<file path="src/hdl/ngtsc_pkg.sv">
// ----------------------------------------------------------------------------
// ngtsc_pkg
// Types and constants shared by the n-gram table size counter: request and
// result payloads, configuration register indexes and field widths.
// ----------------------------------------------------------------------------
`timescale 1ns / 1ps

package ngtsc_pkg;

	localparam int ID_W          = 16;
	localparam int CNT_W         = 32;
	localparam int SIZE_W        = 32;
	localparam int ORDER_CFG_W   = 3;
	localparam int CFG_DATA_W    = 32;
	localparam int NUM_IN_IDS    = 4;
	localparam int NUM_CUTS      = 3;
	localparam int NUM_OUT_SIZES = 3;

	localparam logic [SIZE_W-1:0]      FUDGE       = SIZE_W'(10);
	localparam logic [ORDER_CFG_W-1:0] ORDER_RESET = ORDER_CFG_W'(3);

	typedef enum logic [1:0] {
		REG_ORDER        = 2'd0,
		REG_CUT_BIGRAM   = 2'd1,
		REG_CUT_TRIGRAM  = 2'd2,
		REG_CUT_FOURGRAM = 2'd3
	} cfg_reg_t;

	typedef struct packed {
		logic [ID_W-1:0]  word_id_0;
		logic [ID_W-1:0]  word_id_1;
		logic [ID_W-1:0]  word_id_2;
		logic [ID_W-1:0]  word_id_3;
		logic [CNT_W-1:0] gram_count;
		logic             last_gram;
	} in_item_t;

	typedef struct packed {
		logic [SIZE_W-1:0] size_bigram;
		logic [SIZE_W-1:0] size_trigram;
		logic [SIZE_W-1:0] size_fourgram;
		logic              overflow;
	} out_item_t;

endpackage

</file>
<file path="src/hdl/ngram_table_size_counter.sv">
// ----------------------------------------------------------------------------
// ngram_table_size_counter
// Counts n-gram table sizes over a sorted stream of word-id n-grams with
// counts. One request is accepted every cycle unless a last request is held
// in the input register; each passes an input register and one state-update
// stage, so a result is registered as the last n-gram's request leaves the
// input register. The loop through the per-level compare, accumulate and
// size update sets this rate. A last request waits in the input register
// only while the previous result is unaccepted. A request marked last
// flushes all open groups, emits the bigram, trigram and fourgram sizes
// (each plus 10, 0 for levels beyond the order) and clears the stream state;
// the configuration registers keep their values. Counts and sizes saturate
// and raise overflow. Configuration writes are taken only while the input
// register is empty.
`timescale 1ns / 1ps

module ngram_table_size_counter #(
	parameter int MAX_ORDER  = 4,
	parameter int ID_BITS    = 16,
	parameter int COUNT_BITS = 32
) (
	input  logic                               clk,
	input  logic                               arst_n,
	input  logic                               cfg_valid,
	output logic                               cfg_ready,
	input  ngtsc_pkg::cfg_reg_t                cfg_index,
	input  logic [ngtsc_pkg::CFG_DATA_W-1:0]   cfg_data,
	input  logic                               in_valid,
	output logic                               in_ready,
	input  ngtsc_pkg::in_item_t                in_item,
	output logic                               out_valid,
	input  logic                               out_ready,
	output ngtsc_pkg::out_item_t               out_item
);

	import ngtsc_pkg::*;

	logic [ORDER_CFG_W-1:0] order_q;
	logic [SIZE_W-1:0]      cutoff_q [NUM_CUTS];

	logic      valid_s1;
	in_item_t  item_s1;
	logic      advance;

	logic [ID_BITS-1:0]    prev_ids_q [MAX_ORDER];
	logic [COUNT_BITS-1:0] accum_q    [MAX_ORDER];
	logic [SIZE_W-1:0]     sizes_q    [MAX_ORDER-1];
	logic                  seen_first_q;
	logic                  saturated_q;

	logic [ID_BITS-1:0]    nxt_ids    [MAX_ORDER];
	logic [COUNT_BITS-1:0] nxt_accum  [MAX_ORDER];
	logic [SIZE_W-1:0]     nxt_sizes  [MAX_ORDER-1];
	logic                  nxt_saturated;
	out_item_t             result;

	logic      out_valid_q;
	out_item_t out_item_q;

	assign cfg_ready = !valid_s1;

	always_ff @(posedge clk or negedge arst_n) begin
		if (!arst_n) begin
			order_q  <= ORDER_RESET;
			cutoff_q <= '{default: '0};
		end else if (cfg_valid && cfg_ready) begin
			unique case (cfg_index)
				REG_ORDER:        order_q     <= cfg_data[ORDER_CFG_W-1:0];
				REG_CUT_BIGRAM:   cutoff_q[0] <= cfg_data[SIZE_W-1:0];
				REG_CUT_TRIGRAM:  cutoff_q[1] <= cfg_data[SIZE_W-1:0];
				REG_CUT_FOURGRAM: cutoff_q[2] <= cfg_data[SIZE_W-1:0];
				default:          order_q     <= order_q;
			endcase
		end
	end

	// a non-last request never waits on the output side
	assign advance  = valid_s1 && (!item_s1.last_gram || !out_valid_q || out_ready);
	assign in_ready = !valid_s1 || advance;

	always_ff @(posedge clk or negedge arst_n) begin
		if (!arst_n) begin
			valid_s1 <= 1'b0;
		end else if (in_ready) begin
			valid_s1 <= in_valid;
		end
	end

	always_ff @(posedge clk) begin
		if (in_valid && in_ready) begin
			item_s1 <= in_item;
		end
	end

	ngtsc_update #(
		.MAX_ORDER  (MAX_ORDER),
		.ID_BITS    (ID_BITS),
		.COUNT_BITS (COUNT_BITS)
	) u_update (
		.item          (item_s1),
		.order         (order_q),
		.cutoffs       (cutoff_q),
		.prev_ids      (prev_ids_q),
		.accum         (accum_q),
		.sizes         (sizes_q),
		.seen_first    (seen_first_q),
		.saturated     (saturated_q),
		.nxt_ids       (nxt_ids),
		.nxt_accum     (nxt_accum),
		.nxt_sizes     (nxt_sizes),
		.nxt_saturated (nxt_saturated),
		.result        (result)
	);

	always_ff @(posedge clk or negedge arst_n) begin
		if (!arst_n) begin
			prev_ids_q   <= '{default: '0};
			accum_q      <= '{default: '0};
			sizes_q      <= '{default: '0};
			seen_first_q <= 1'b0;
			saturated_q  <= 1'b0;
		end else if (advance) begin
			if (item_s1.last_gram) begin
				prev_ids_q   <= '{default: '0};
				accum_q      <= '{default: '0};
				sizes_q      <= '{default: '0};
				seen_first_q <= 1'b0;
				saturated_q  <= 1'b0;
			end else begin
				prev_ids_q   <= nxt_ids;
				accum_q      <= nxt_accum;
				sizes_q      <= nxt_sizes;
				seen_first_q <= 1'b1;
				saturated_q  <= nxt_saturated;
			end
		end
	end

	always_ff @(posedge clk or negedge arst_n) begin
		if (!arst_n) begin
			out_valid_q <= 1'b0;
		end else if (advance && item_s1.last_gram) begin
			out_valid_q <= 1'b1;
		end else if (out_ready) begin
			out_valid_q <= 1'b0;
		end
	end

	always_ff @(posedge clk) begin
		if (advance && item_s1.last_gram) begin
			out_item_q <= result;
		end
	end

	assign out_valid = out_valid_q;
	assign out_item  = out_item_q;

`ifndef SYNTHESIS
	// a result only comes from a last request leaving the input register
	assert property (@(posedge clk) disable iff (!arst_n)
		$rose(out_valid_q) |-> $past(advance && item_s1.last_gram))
		else $error("result without a last request");

	// the stream state is back at reset after a result is formed
	assert property (@(posedge clk) disable iff (!arst_n)
		(advance && item_s1.last_gram) |=> (!seen_first_q && !saturated_q))
		else $error("stream state not cleared after last request");

	// a held request stays in the input register unchanged
	assert property (@(posedge clk) disable iff (!arst_n)
		(valid_s1 && !advance) |=> (valid_s1 && $stable(item_s1)))
		else $error("stalled request lost or changed");
`endif

endmodule

</file>
<file path="src/hdl/ngtsc_update.sv">
// ----------------------------------------------------------------------------
// ngtsc_update
// Next-state logic for one n-gram: finds the first differing id position,
// accumulates or restarts each level, counts closed groups against their
// cutoffs, and on the last n-gram flushes and forms the size result.
// ----------------------------------------------------------------------------
`timescale 1ns / 1ps

module ngtsc_update #(
	parameter int MAX_ORDER  = 4,
	parameter int ID_BITS    = 16,
	parameter int COUNT_BITS = 32
) (
	input  ngtsc_pkg::in_item_t                item,
	input  logic [ngtsc_pkg::ORDER_CFG_W-1:0]  order,
	input  logic [ngtsc_pkg::SIZE_W-1:0]       cutoffs   [ngtsc_pkg::NUM_CUTS],
	input  logic [ID_BITS-1:0]                 prev_ids  [MAX_ORDER],
	input  logic [COUNT_BITS-1:0]              accum     [MAX_ORDER],
	input  logic [ngtsc_pkg::SIZE_W-1:0]       sizes     [MAX_ORDER-1],
	input  logic                               seen_first,
	input  logic                               saturated,
	output logic [ID_BITS-1:0]                 nxt_ids   [MAX_ORDER],
	output logic [COUNT_BITS-1:0]              nxt_accum [MAX_ORDER],
	output logic [ngtsc_pkg::SIZE_W-1:0]       nxt_sizes [MAX_ORDER-1],
	output logic                               nxt_saturated,
	output ngtsc_pkg::out_item_t               result
);

	import ngtsc_pkg::*;

	localparam int LVL_W = $clog2(MAX_ORDER + 1);
	localparam int CMP_W = (COUNT_BITS > SIZE_W) ? COUNT_BITS : SIZE_W;
	localparam logic [SIZE_W-1:0]     SIZE_MAX  = '1;
	localparam logic [COUNT_BITS-1:0] COUNT_MAX = '1;

	logic [LVL_W-1:0]      n_lvl;
	logic [LVL_W-1:0]      diff;
	logic [ID_W-1:0]       word_ids [NUM_IN_IDS];
	logic [ID_BITS-1:0]    ids      [MAX_ORDER];
	logic [SIZE_W-1:0]     cut_lvl  [MAX_ORDER];
	logic [COUNT_BITS-1:0] count;
	logic [COUNT_BITS:0]   acc_sum  [MAX_ORDER];
	logic [MAX_ORDER-1:0]  close_hit;
	logic [MAX_ORDER-1:0]  flush_hit;
	logic                  sat_main;
	logic                  sat_res;
	logic [SIZE_W-1:0]     sz_pad   [NUM_OUT_SIZES];
	logic [SIZE_W:0]       fudge_sum [NUM_OUT_SIZES];
	logic [SIZE_W-1:0]     sz_out   [NUM_OUT_SIZES];

	assign word_ids = '{item.word_id_0, item.word_id_1, item.word_id_2, item.word_id_3};
	assign count    = COUNT_BITS'(item.gram_count);

	// positions past the input fields read as id 0, levels past the registers cut at 0
	for (genvar l = 0; l < MAX_ORDER; l++) begin : g_lvl
		if (l < NUM_IN_IDS) begin : g_id
			assign ids[l] = ID_BITS'(word_ids[l]);
		end else begin : g_id_zero
			assign ids[l] = '0;
		end
		if (l >= 1 && l <= NUM_CUTS) begin : g_cut
			assign cut_lvl[l] = cutoffs[l-1];
		end else begin : g_cut_zero
			assign cut_lvl[l] = '0;
		end
	end

	for (genvar k = 0; k < NUM_OUT_SIZES; k++) begin : g_pad
		if (k < MAX_ORDER - 1) begin : g_have
			assign sz_pad[k] = nxt_sizes[k];
		end else begin : g_none
			assign sz_pad[k] = '0;
		end
	end

	always_comb begin
		if (order == '0) begin
			n_lvl = LVL_W'(1);
		end else if (int'(order) > MAX_ORDER) begin
			n_lvl = LVL_W'(MAX_ORDER);
		end else begin
			n_lvl = LVL_W'(order);
		end
	end

	// first differing position, scanned from the top so the lowest wins
	always_comb begin
		diff = n_lvl;
		for (int i = MAX_ORDER - 1; i >= 0; i--) begin
			if (i < int'(n_lvl) && ids[i] != prev_ids[i]) begin
				diff = LVL_W'(i);
			end
		end
		if (!seen_first) begin
			diff = '0;
		end
	end

	always_comb begin
		sat_main  = saturated;
		nxt_ids   = prev_ids;
		nxt_accum = accum;
		nxt_sizes = sizes;
		close_hit = '0;
		flush_hit = '0;
		for (int i = 0; i < MAX_ORDER; i++) begin
			acc_sum[i] = {1'b0, accum[i]} + {1'b0, count};
			if (i < int'(n_lvl)) begin
				nxt_ids[i] = ids[i];
				if (i < int'(diff)) begin
					if (acc_sum[i][COUNT_BITS]) begin
						sat_main     = 1'b1;
						nxt_accum[i] = COUNT_MAX;
					end else begin
						nxt_accum[i] = acc_sum[i][COUNT_BITS-1:0];
					end
				end else begin
					close_hit[i] = (i > 0) && (CMP_W'(accum[i]) > CMP_W'(cut_lvl[i]));
					nxt_accum[i] = count;
				end
			end
		end
		// final flush closes every open group above level 0 after the update
		for (int i = 1; i < MAX_ORDER; i++) begin
			flush_hit[i] = item.last_gram && (i < int'(n_lvl)) &&
			               (CMP_W'(nxt_accum[i]) > CMP_W'(cut_lvl[i]));
		end
		for (int j = 0; j < MAX_ORDER - 1; j++) begin
			if (close_hit[j+1]) begin
				if (nxt_sizes[j] == SIZE_MAX) begin
					sat_main = 1'b1;
				end else begin
					nxt_sizes[j] = nxt_sizes[j] + SIZE_W'(1);
				end
			end
			if (flush_hit[j+1]) begin
				if (nxt_sizes[j] == SIZE_MAX) begin
					sat_main = 1'b1;
				end else begin
					nxt_sizes[j] = nxt_sizes[j] + SIZE_W'(1);
				end
			end
		end
	end

	// levels not in use report 0 without the fudge
	always_comb begin
		sat_res = sat_main;
		for (int k = 0; k < NUM_OUT_SIZES; k++) begin
			fudge_sum[k] = {1'b0, sz_pad[k]} + {1'b0, FUDGE};
			sz_out[k]    = '0;
			if (k + 1 < int'(n_lvl)) begin
				if (fudge_sum[k][SIZE_W]) begin
					sat_res   = 1'b1;
					sz_out[k] = SIZE_MAX;
				end else begin
					sz_out[k] = fudge_sum[k][SIZE_W-1:0];
				end
			end
		end
	end

	assign nxt_saturated        = sat_main;
	assign result.size_bigram   = sz_out[0];
	assign result.size_trigram  = sz_out[1];
	assign result.size_fourgram = sz_out[2];
	assign result.overflow      = sat_res;

endmodule
</file>
<file path="config.mk">
export PLATFORM = sky130hd
export DESIGN_NAME = ngram_table_size_counter
export DESIGN_NICKNAME = d
export VERILOG_FILES = /design/src/hdl/ngtsc_pkg.sv /design/src/hdl/ngram_table_size_counter.sv /design/src/hdl/ngtsc_update.sv
export SDC_FILE = /design/constraint.sdc
export NUM_CORES = 2
export LEC_CHECK = 0
export ABC_AREA = 1
export BUFFER_PORTS_ARGS = -buffer_cell sky130_fd_sc_hd__buf_2
export CAP_MARGIN = 20
export CORE_MARGIN = 1.5
export CORE_UTILIZATION = 53
export DETAILED_ROUTE_END_ITERATION = 12
export PLACE_DENSITY = 0.73
export SKIP_LAST_GASP = 1
export SLEW_MARGIN = 20
export SYNTH_ARGS = -nofsm -noshare
export SYNTH_HDL_FRONTEND = slang
export SYNTH_SLANG_ARGS = --single-unit
export TNS_END_PERCENT = 5
</file>
<file path="constraint.sdc">
create_clock -name clk -period 7.7 [get_ports clk]
set_clock_uncertainty 0.2 [all_clocks]
set_input_delay 1.155 -clock clk [delete_from_list [all_inputs] [get_ports clk]]
set_output_delay 1.155 -clock clk [all_outputs]
set_load 0.03 [all_outputs]
</file>
=== After elaboration in Yosys (flattened, before gate mapping) ===
Index checks and enable logic that the tools add are counted.

* Multiply operators: 0
* Mux-type cells: 81
* Shifts and indexed selects: 0
* Eq/ne operators: 13
* Magnitude comparators: 15
* Bitwise operators: 0
* Div/mod/pow operators: 0
* Add/sub/neg operators: 13
* Reductions and logical operators: 35

{| class="wikitable"
|+ Operators by type and width
! operator !! number
|-
| two-way mux 32 bit || 27
|-
| adder 32 x 1 -> 32 bit, second input constant || 6
|-
| == test 32 bit, second input constant || 6
|-
| greater-than comparator 32 bit || 6
|-
| adder 32 x 32 -> 33 bit || 4
|-
| two-way mux 128 bit || 1
|-
| adder 32 x 4 -> 33 bit, second input constant || 3
|-
| two-way mux 96 bit || 1
|-
| two-way mux 16 bit || 4
|-
| two-way mux 64 bit || 1
|-
| inequality test 16 bit || 4
|-
| two-way mux 1 bit || 40
|-
| two-way mux 3 bit || 7
|-
| AND reduction 2 bit || 8
|-
| logical AND 1 bit || 14
|-
| < comparator 1 x 3 -> 1 bit, first input constant || 4
|-
| < comparator 2 x 3 -> 1 bit, first input constant || 4
|-
| nonzero test 2 bit || 5
|-
| == test 2 bit, second input constant || 2
|-
| greater-than comparator 3 bit, second input constant || 1
|-
| logical NOT 1 bit || 3
|-
| logical NOT 3 bit || 1
|-
| logical OR 1 bit || 3
|-
| == test 2 x 1 -> 1 bit, second input constant || 1
|-
| logical NOT 2 bit || 1
|}

* Latch bits: 0
* Output and inout bits: 100
* Flip-flop bits (word level): 585
* Memory bits (writable): 0
* Bits in read-only memories: 0
* Memories: 0
* Word-level logic and storage cells: 186

=== Depth between registers and ports, before layout ===
* Depth after elaboration: 40
* Gate-level depth with buffers: 49
* Gate-level depth less buffers: 48

=== Cells and area by module ===
From an unflattened synthesis, not the netlist that was laid out.

* Cells, all modules: 7,046
* Area, all modules: 48,261.3 µm²

{| class="wikitable"
|+ Modules (own cells, without submodules)
! module !! instances !! area an instance (µm²) !! cells an instance
|-
| ngtsc_update || 1 || 27,138.5 || 5,144
|-
| ngram_table_size_counter || 1 || 21,122.8 || 1,902
|}

=== Worst setup path after synthesis ===
Ideal clock, no wire load.

* Path kind: register to register
* From: reg item_s1[2] (netlist name)
* To: reg out_item_q, in the netlist out_item[60] (data pin)
* Arrival: 6,602 ps
* Slack: 648 ps
* Stages on the path, launching flop included: 43
* Buffers on the path: 3
* Data required time: 7,250 ps
* Path through: edfxtp_1 inv_1 fa_1 nand3b_1 nand2_1 a21boi_0 o21bai_1 nand3_1 nand2_1 nand2_1 nand2_1 a21boi_0 o21bai_1 a21boi_0 o21ai_0 a21oi_1 nand2_1 clkbuf_1 (+7 left out) a21boi_0 a211o_1 inv_1 buf_1 o21ai_1 nand2_1 nand2_1 ha_1 inv_1 nand2_1 nand2_1 nor2_4 and2_1 buf_2 nand4_1 nand3_1 nand2_1 inv_1

* Longest elaborated chain between the ends: 9

{| class="wikitable"
|+ Ends and longest elaborated chain
! element !! RTL line !! RTL
|-
| start: declaration || ngram_table_size_counter.sv:42 || <nowiki>in_item_t item_s1;</nowiki>
|-
| start signal: assignment || ngram_table_size_counter.sv:91 || <nowiki>item_s1 <= in_item;</nowiki>
|-
| adder 32 x 32 -> 33 bit || ngtsc_update.sv:107 || <nowiki>acc_sum[i] = {1'b0, accum[i]} + {1'b0, count};</nowiki>
|-
| two-way mux 32 bit || ngtsc_update.sv:111 || <nowiki>if (acc_sum[i][COUNT_BITS]) begin</nowiki>
|-
| two-way mux 32 bit (*) || ngtsc_update.sv:110 || <nowiki>if (i < int'(diff)) begin</nowiki>
|-
| two-way mux 32 bit (*) || ngtsc_update.sv:108 || <nowiki>if (i < int'(n_lvl)) begin</nowiki>
|-
| greater-than comparator 32 bit (*) || ngtsc_update.sv:126 || <nowiki>(CMP_W'(nxt_accum[i]) > CMP_W'(cut_lvl[i]));</nowiki>
|-
| logical AND 1 bit (*) || ngtsc_update.sv:125 || <nowiki>flush_hit[i] = item.last_gram && (i < int'(n_lvl)) &&</nowiki>
|-
| two-way mux 32 bit (*) || ngtsc_update.sv:136 || <nowiki>if (flush_hit[j+1]) begin</nowiki>
|-
| adder 32 x 4 -> 33 bit (*) || ngtsc_update.sv:150 || <nowiki>fudge_sum[k] = {1'b0, sz_pad[k]} + {1'b0, FUDGE};</nowiki>
|-
| two-way mux 32 bit (*) || ngtsc_update.sv:153 || <nowiki>if (fudge_sum[k][SIZE_W]) begin</nowiki>
|-
| end signal: assignment || ngram_table_size_counter.sv:151 || <nowiki>out_item_q <= result;</nowiki>
|-
| end: declaration || ngram_table_size_counter.sv:58 || <nowiki>out_item_t out_item_q;</nowiki>
|}

Every way passes the cells marked *; elsewhere a longest branch is shown, timed or not.
A chain may end at the register's enable or synchronous reset.

=== Worst setup path after layout ===
* From: reg item_s1[1] (netlist name)
* To: reg out_item_q, in the netlist out_item[42] (data pin)

Same word-level chain as after synthesis.

==> run summary <==
Outcome: complete, no violations
Max stage delay on crit path: 0.42 ns
Syn Std Cell Area: 46,300 um^2
Area taken by multi-input logic gates: 26,900 um^2
Net Count, Synth: 6,903
Biggest area consumer among synthesized cells: sky130_fd_sc_hd__dfrtp_1
Std cell rows: 108
Worst Setup End Kind: flip-flop
Cell mode on critical path: sky130_fd_sc_hd__nand2_1
Total number of clock tree sinks: 585
Total GRT Usage: 35.5%
Drt pass-1 iters: 6
Yosys synthesis warning count: 0
Total Negative Setup Slacks: 0 ns
WL met1: 67,400 um
Synthesis-stage register bit count: 585
Number of routed nets with antenna violations: 0
Crit-path slowest cell: sky130_fd_sc_hd__o221ai_1
Routed met2 length: 73,300 um
Wire length of the first global-routing pass: 250,000 um
Layout-stage area growth over the synthesis result: 14.9%
Pins Over Slew Limit: 0
Routed met3 length: 10,300 um
Register-to-register setup slack: 0.47 ns
Register cell area after layout: 15,600 um^2
Number of antenna violations at the first check in global routing: 3
Number of setup violations in the final report: 0
Clock transition at the registers of the reported paths: 0.06 ns
Hold/Removal Path Class: input port to async pin
Average footprint of a synthesized cell: 7.20 um^2
Number of enable flip-flop cells after synthesis: 194
Clk Latency, worst-skew pair: 0.67 ns
Maximum fanout encountered on the critical timing path: 30
Top-Level Pins: 236
Worst path setup slack after routing: 0.472 ns
Distinct cells, synth: 66
Setup repair after global routing missed its margin: yes
Cell with the most instances after synthesis: sky130_fd_sc_hd__nand2_1
Die height: 299 um
Syn Inst Count: 6,434
Uppermost layer routed: met5
Cell leakage power: 25.5 nW
Clock root buffer: sky130_fd_sc_hd__clkbuf_16
Max Buffers Root-to-Sink: 3
Max_cap viols: 0
Remaining global-route overflow: 0
Net count of the finished layout: 7,342
Final cycle utilization of the critical path: 93.9%
Sequential element share of the synthesized area: 33.7%
Kind of launch point of the worst setup path: flip-flop
Pin count of the biggest net entering global routing: 140
Period minus WS final: 7.23 ns
Die Footprint: 89,200 um^2
Final Wtd Congestion: 1.02
Maximum resistive drop on vdd: 0.235 mV
HPWL after DPL: 121,000 um
Cells taking the most area after synthesis: sky130_fd_sc_hd__dfrtp_1 21%, sky130_fd_sc_hd__nand2_1 14%, sky130_fd_sc_hd__edfxtp_1 13%
Final hold violation count: 0
CP Data Required Time: 8.02 ns
Share of cells above drive strength 1: 14.3%
Fraction of synthesis flops using an asynchronous set or reset pin: 66.8%
Cell count after placement: 7,951
Vias after detailed routing: 46,590
Total clock buffers created by CTS: 71
Synth cell count leaders: 1,771 x sky130_fd_sc_hd__nand2_1, 754 x sky130_fd_sc_hd__inv_1, 522 x sky130_fd_sc_hd__nor2_1, 420 x sky130_fd_sc_hd__o21ai_0, 389 x sky130_fd_sc_hd__dfrtp_1
Post-synth top area share: 21.0%
Die width: 299 um
Effective utilization at floorplan: 53.4%
Routed wire length per instance: 19.8 um
Initial drt markers: 3,874
Vias in the first global route: 45,252
Number of hold buffers added after CTS: 0
Post-detailed-route via-to-cell ratio: 5.76
Slew Limit Headroom: 28.0%
Count of port buffers added during placement: 235
H-tree Lvls: 3
Worst Tran Pin Value: 1.08 ns
Highest clock frequency the design can meet: 0.138 GHz
Core region area: 86,800 um^2
Filler-free cell count of the finished design: 8,084
Number of remaining DRC errors: 0
Final Routed Wirelength: 160,000 um
Type of the worst setup path: flip-flop to flip-flop
Synth Flop Type: sky130_fd_sc_hd__dfrtp_1
CTS tree: done
Filler cells: 8,185
Power density normalized to cell area: 305 nW/um^2
Post-Place Worst Slack: -0.0933 ns
Arr. time, crit path: 7.55 ns
cells by family after synthesis:
logic type / share of synthesized area [%]
xor gates and xnor gates: 4.35
DFF: 33.7
buffers and inverters: 8.79
adders and majority gates: 9.06
and+or+nand+nor: 29.6
AOI/OAI and AO/OA: 14.5
path summary, 6_finish.rpt:
| check | startpoint | endpoint | cells after the start |
|---|---|---|---|
| worst min register to register | accum_q[127] | accum_q[127] | 2 |
| worst max register to register | item_s1[1] | out_item[42] | 39 |
| worst max-delay path | item_s1[1] | out_item[42] | 39 |
| max in group asynchronous | arst_n | sizes_q[86] | 2 |
| min in group clk | accum_q[127] | accum_q[127] | 2 |
| worst min-delay path | arst_n | prev_ids_q[31] | 1 |
worst max-delay path, delay by kind of cell, from the launching register on:
kind / cells / cell delay, ns
AOI/OAI and AO/OA: 14 / 2.67
adders and majority gates: 3 / 0.80
buffers and inverters: 6 / 0.97
DFF: 1 / 0.39
and+or+nand+nor: 16 / 2.02
per-stage QoR:
step / cell area [um^2] / power, mW / util, % / hold slack, ns
after CTS: 53100 / 16.1 / 61.2 / 0.256
after global routing: 53200 / 17.3 / 61.4 / 0.287
after floorplan: 46300 / 9.49 / - / 0.253
after detailed placement: 50700 / 12.6 / 58.4 / 0.273
final: 53200 / 16.2 / 61.4 / 0.257
after global placement: 50700 / 12.4 / 58.4 / 0.266
timing repair:
action                                  in CTS  in global routing
buffers inserted                             2                  2
endpoints found under the setup margin      45                 98
pin swaps                                    0                  4
resized for setup                            3                 68
layout make-up:
| class | count | area share [%] |
|---|---|---|
| Inverter | 807 | 5.72 |
| Timing Repair Buffer | 579 | 7.35 |
| Tap cell | 1155 | 2.71 |
| Antenna cell | 1 | 0.00470 |
| Multi-Input combinational cell | 4829 | 50.4 |
| Clock buffer | 87 | 3.51 |
| Clock inverter | 41 | 0.940 |
| Sequential cell | 585 | 29.3 |
routing by layer:
layer  vias up  GRT usage, %
met5         -             0
met4         4          19.0
met3       405          4.17
met2      1791          58.0
met1     21898          46.3
li1      22492             -
power by group:
part           internal, mW  total, mW  leakage [nW]  switching (mW)
sequential             3.86       4.35          7.00           0.489
combinational          2.96       8.42          17.4            5.45
clock                  1.97       3.47          1.13            1.51
flip-flops by register name, summed over array words and instances (netlist names):
| register | count |
|---|---|
| prev_ids_q | 64 |
| item_s1 | 97 |
| saturated_q | 1 |
| accum_q | 128 |
| valid_s1 | 1 |
| seen_first_q | 1 |
| sizes_q | 96 |
| order_q | 3 |
| cutoff_q | 96 |
| out_item | 97 |
| out_valid | 1 |
cell usage in the layout, fill, tap and decap left out, types with 16 or more instances in the layout:
cell,count
sky130_fd_sc_hd__nand2_1,1767
sky130_fd_sc_hd__inv_1,752
sky130_fd_sc_hd__nor2_1,513
sky130_fd_sc_hd__o21ai_0,398
sky130_fd_sc_hd__dfrtp_1,388
sky130_fd_sc_hd__nand3_1,340
sky130_fd_sc_hd__buf_4,331
sky130_fd_sc_hd__ha_1,329
sky130_fd_sc_hd__a21oi_1,299
sky130_fd_sc_hd__buf_2,234
sky130_fd_sc_hd__edfxtp_1,194
sky130_fd_sc_hd__xor2_1,172
sky130_fd_sc_hd__nand4_1,161
sky130_fd_sc_hd__o22ai_1,121
sky130_fd_sc_hd__o221ai_1,114
sky130_fd_sc_hd__nor3_1,72
sky130_fd_sc_hd__nand2_2,71
sky130_fd_sc_hd__clkbuf_16,71
sky130_fd_sc_hd__xnor2_1,58
sky130_fd_sc_hd__nor2_2,58
sky130_fd_sc_hd__inv_2,44
sky130_fd_sc_hd__a31oi_1,36
sky130_fd_sc_hd__nand3b_1,32
sky130_fd_sc_hd__o21ai_1,31
sky130_fd_sc_hd__nand3_2,30
sky130_fd_sc_hd__o32ai_1,27
sky130_fd_sc_hd__nor2_4,20
sky130_fd_sc_hd__o21a_1,16
Note: power is estimated with default switching activity, not from simulation.
